--- src/hw/rtl/svm_polynomial_kernel_decision_top_assert.svh ---
// Assertion macros for the polynomial kernel decision block
`ifndef SVM_POLYNOMIAL_KERNEL_DECISION_TOP_ASSERT_SVH
`define SVM_POLYNOMIAL_KERNEL_DECISION_TOP_ASSERT_SVH
// same-cycle implication
`define SVMPK_ASSERT_NOW(label, ante, cons) \
   label: assert property (@(posedge clock) disable iff (reset) (ante) |-> (cons)) \
      else $error("svm kernel assertion failed");
// next-cycle implication
`define SVMPK_ASSERT_NEXT(label, ante, cons) \
   label: assert property (@(posedge clock) disable iff (reset) (ante) |=> (cons)) \
      else $error("svm kernel assertion failed");
`endif

--- src/hw/rtl/svmpk_pkg.sv ---
`timescale 1ns / 1ps
package svmpk_pkg;

   localparam logic [1:0] OP_SV_LOAD   = 2'd0;
   localparam logic [1:0] OP_COEF_LOAD = 2'd1;
   localparam logic [1:0] OP_FEATURE   = 2'd2;

   localparam logic [2:0] REG_BIAS          = 3'd0;
   localparam logic [2:0] REG_GAMMA         = 3'd1;
   localparam logic [2:0] REG_OFFSET        = 3'd2;
   localparam logic [2:0] REG_DEGREE        = 3'd3;
   localparam logic [2:0] REG_ACTIVE        = 3'd4;
   localparam logic [2:0] REG_FEATURE_COUNT = 3'd5;

   localparam logic signed [31:0] Q16_ONE = 32'sd65536;

   typedef enum logic [3:0] {
      ST_IDLE, ST_LD_WR, ST_VEC, ST_RD, ST_MUL, ST_ACC, ST_BASE, ST_POW,
      ST_PW_WB, ST_SQ, ST_SQ_WB, ST_TERM, ST_TERM_WB, ST_OUT
   } state_type;

   typedef struct packed {
      logic        flag;
      logic [31:0] value;
   } sat_type;

   function automatic logic signed [63:0] round_shift(input logic signed [63:0] v,
                                                      input int unsigned s);
      logic signed [63:0] half;
      half = 64'sd1 <<< (s - 1);
      return (v + half) >>> s;
   endfunction

   function automatic sat_type sat32(input logic signed [63:0] v);
      sat_type r;
      if (v > 64'sd2147483647) begin
         r.flag  = 1'b1;
         r.value = 32'h7fff_ffff;
      end else if (v < -64'sd2147483648) begin
         r.flag  = 1'b1;
         r.value = 32'h8000_0000;
      end else begin
         r.flag  = 1'b0;
         r.value = v[31:0];
      end
      return r;
   endfunction

endpackage

--- src/hw/rtl/svmpk_mul.sv ---
`timescale 1ns / 1ps
module svmpk_mul
   import svmpk_pkg::*;
(
   input  logic               clock,
   input  logic signed [31:0] op_a,
   input  logic signed [31:0] op_b,
   output logic signed [63:0] prod_ff
);

   always_ff @(posedge clock) begin
      prod_ff <= op_a * op_b;
   end

endmodule
--- config.mk ---
export PLATFORM = sky130hd
export DESIGN_NAME = svmpk_mul
export DESIGN_NICKNAME = d
export VERILOG_FILES = /design/src/hw/rtl/svm_polynomial_kernel_decision_top_assert.svh /design/src/hw/rtl/svmpk_pkg.sv /design/src/hw/rtl/svmpk_mul.sv
export SDC_FILE = /design/constraint.sdc
export NUM_CORES = 2
export LEC_CHECK = 0
export ABC_AREA = 1
export BUFFER_PORTS_ARGS = -buffer_cell sky130_fd_sc_hd__clkbuf_2
export CORE_MARGIN = 1
export CORE_UTILIZATION = 67
export CTS_CLUSTER_SIZE = 25
export DETAILED_ROUTE_END_ITERATION = 8
export GPL_TIMING_DRIVEN = 1
export PLACE_DENSITY_LB_ADDON = 0.2
export SYNTH_ARGS = -nofsm -noshare
export SYNTH_HDL_FRONTEND = slang
export SYNTH_SLANG_ARGS = --single-unit
--- constraint.sdc ---
create_clock -name clock -period 8.4 [get_ports clock]
set_input_delay 0.42 -clock clock [delete_from_list [all_inputs] [get_ports clock]]
set_output_delay 0.42 -clock clock [all_outputs]
set_load 0.02 [all_outputs]
==> run metrics <==
TritonCTS clock tree=yes; setup TNS=0 ns; failing checks=design-rule violations; hold crit path type=in -> reg; post-synthesis compound-gate area fraction=1.260%; Synth Net Count=6455; Worst Hold End=prod_ff[0]; Fmax=135.5 MHz; Setup-failing EPs final=0; Global Route Usage Sum=37.55%; final worst slack=1.022 ns; CP startpoint kind=input pin; Final Cycle Share=87.84%; RD Place Congestion=1.007; Yosys warning count=0; fin cells=5901; Hold Path Depth=3; # fillers=4813; cts bufs inserted=9; library cells used by synthesis=27; mapped cell area=40200 um2; standard-cell row count=89; RSZ-0062 raised after global routing=no; die width=247.0 um; max_cap viols=0; Vias/cell=5.309; die height=247.0 um; DRT Wirelength=105800 um; multiplexer share of the synthesized area=0%; cts repair resizes=0; core area=59130 um2; Regs by FF count=prod_ff (64); post-layout min period=7.379 ns; register area share after synthesis=3.187%; Slowest-stage cell, CP=fa_1; first-pass iteration count of the detailed router=9; vias in the first global route=33590; initial antenna violation count=2; largest net degree at the start of global routing=33; area grow syn2layout=3.949%; Remaining Overflow, GRT=0; vias=31330; nets=6450; DP Wirelength=91910 um; worst endpoint required time=8.70 ns; # hold bufs at CTS=0; largest family of logic cells by synthesized area=adder cells; Post-DRT Antenna Nets=0; cell count after synthesis=5124; H-tree Lvls=3; Die Area=60990 um2; slowest stage delay, CP=0.59 ns; Slew HR=30.97%; arrival time worst endpoint=7.68 ns; Worst Path Buf+Inv=9; # IOs=129; flops & latches, synth=64; crit path capture type=flip-flop; DRT iter0 DRCs=2606; DRC=32; worst hold start=op_b[0]; dpl cells=5881; Max clock buf depth=2; setup slack at placement=0.7358 ns; share of cells above drive strength 1=5.347%; Crit path max-delay family=adder cells; initial core utilization=67.99%; Synth Area in Simple Gates=17.55%; post-synthesis adder-cell area fraction=59.60%; Syn Area/Cell=7.846 um2; critical path class=in -> reg; first-pass GRT wire length=175000 um; Routed wire per std cell=17.94 um; most frequent cells in the layout=inv_1, nand2_1, fa_1, ha_1, clkbuf_2; max reg flops=64; maximum fanout along the worst path=18; Slew @ Worst Pin=1.035 ns; Slew Limit Fails=0; Synth Area in XOR/XNOR=0.7407%; IO buf count=128; Num Clock Sinks=64; CTS root buffer=clkbuf_16; clock-pin slew on the worst setup and hold paths=0.06 ns; post-CTS setup repair buffer count=0; outcome=complete, but fails checks; largest register by flop count=prod_ff; final hold viol count=0; commonest non-fill, non-tap cell in the layout=inv_1
==> per-layer routing <==
metal	global-route usage [%]	up-vias	wire [um]
met5	0	-	0
met4	13.47	0	4214
met3	6.230	292	10080
met2	61.14	1489	50880
met1	51.15	15630	40670
li1	-	13920	-
==> Yosys cell counts <==
| library cell | number | area [um2] |
|---|---|---|
| xnor2_1 | 3 | 26.28 |
| clkbuf_1 | 192 | 720.7 |
| o21ai_0 | 17 | 85.08 |
| a21oi_2 | 1 | 8.760 |
| ha_1 | 184 | 2302 |
| o21ai_1 | 4 | 20.02 |
| dfxtp_1 | 64 | 1281 |
| nand4_1 | 13 | 81.33 |
| nand2_1 | 1504 | 5645 |
| nand3_2 | 6 | 60.06 |
| nor2_1 | 93 | 349.1 |
| nor2_4 | 3 | 33.78 |
| xor2_1 | 31 | 271.5 |
| nor3_1 | 11 | 55.05 |
| nor3_2 | 5 | 50.05 |
| or2_2 | 7 | 43.79 |
| a21oi_1 | 62 | 310.3 |
| inv_1 | 1692 | 6351 |
| a21o_1 | 2 | 15.01 |
| nand3_1 | 73 | 365.4 |
| o21a_1 | 1 | 7.510 |
| fa_1 | 1082 | 21660 |
| nand2_2 | 21 | 131.4 |
| nand3b_1 | 6 | 45.04 |
| nor2_2 | 31 | 193.9 |
| o21bai_1 | 8 | 60.06 |
| inv_2 | 8 | 30.03 |
==> kinds of logic after synthesis <==
logic type	after synthesis
AO/OA/AOI/OAI	95
adder cells (fa/ha/maj)	1266
AND/OR/NAND/NOR	1773
XOR/XNOR	34
flip-flops	64
buffers and inverters	1892
==> area by class of cell <==
type | instances | area (um2) | area share [%]
multi-input cells | 3168 | 31820 | 76.14
inverters | 1700 | 6381 | 15.27
flip-flops and latches | 64 | 1281 | 3.066
repair buffers | 176 | 1001 | 2.395
well taps | 773 | 967.2 | 2.314
clock buffers | 10 | 239.0 | 0.5718
clock inverters | 6 | 91.34 | 0.2185
diodes | 4 | 10.01 | 0.02395
==> through the flow <==
step / util, % / hold WS, ns / instance area [um2]
finish: 70.68 / 0.5230 / 41790
global route: 70.67 / 0.5830 / 41790
CTS: 70.66 / 0.5146 / 41780
detailed placement: 70.10 / 0.8346 / 41450
global placement: 70.10 / 0.8343 / 41450
floorplan: - / 0.5176 / 40200
==> how the worst max path moves through the flow <==
stage | cells past startpoint | endpoint | startpoint | slack (ns)
2_1_floorplan | 27 | prod_ff[59] | op_a[31] | 1.34
6_report | 28 | prod_ff[60] | op_b[6] | 1.02
5_1_grt | 27 | prod_ff[52] | op_b[6] | 0.56
3_3_place_gp | 28 | prod_ff[52] | op_b[6] | 0.78
3_5_place_dp | 28 | prod_ff[60] | op_b[6] | 0.74
4_1_cts | 28 | prod_ff[60] | op_b[6] | 1.09
Power is left out: the tool's default activity adds up to more than one toggle a clock period on the data nets, which glitch-free logic cannot reach.
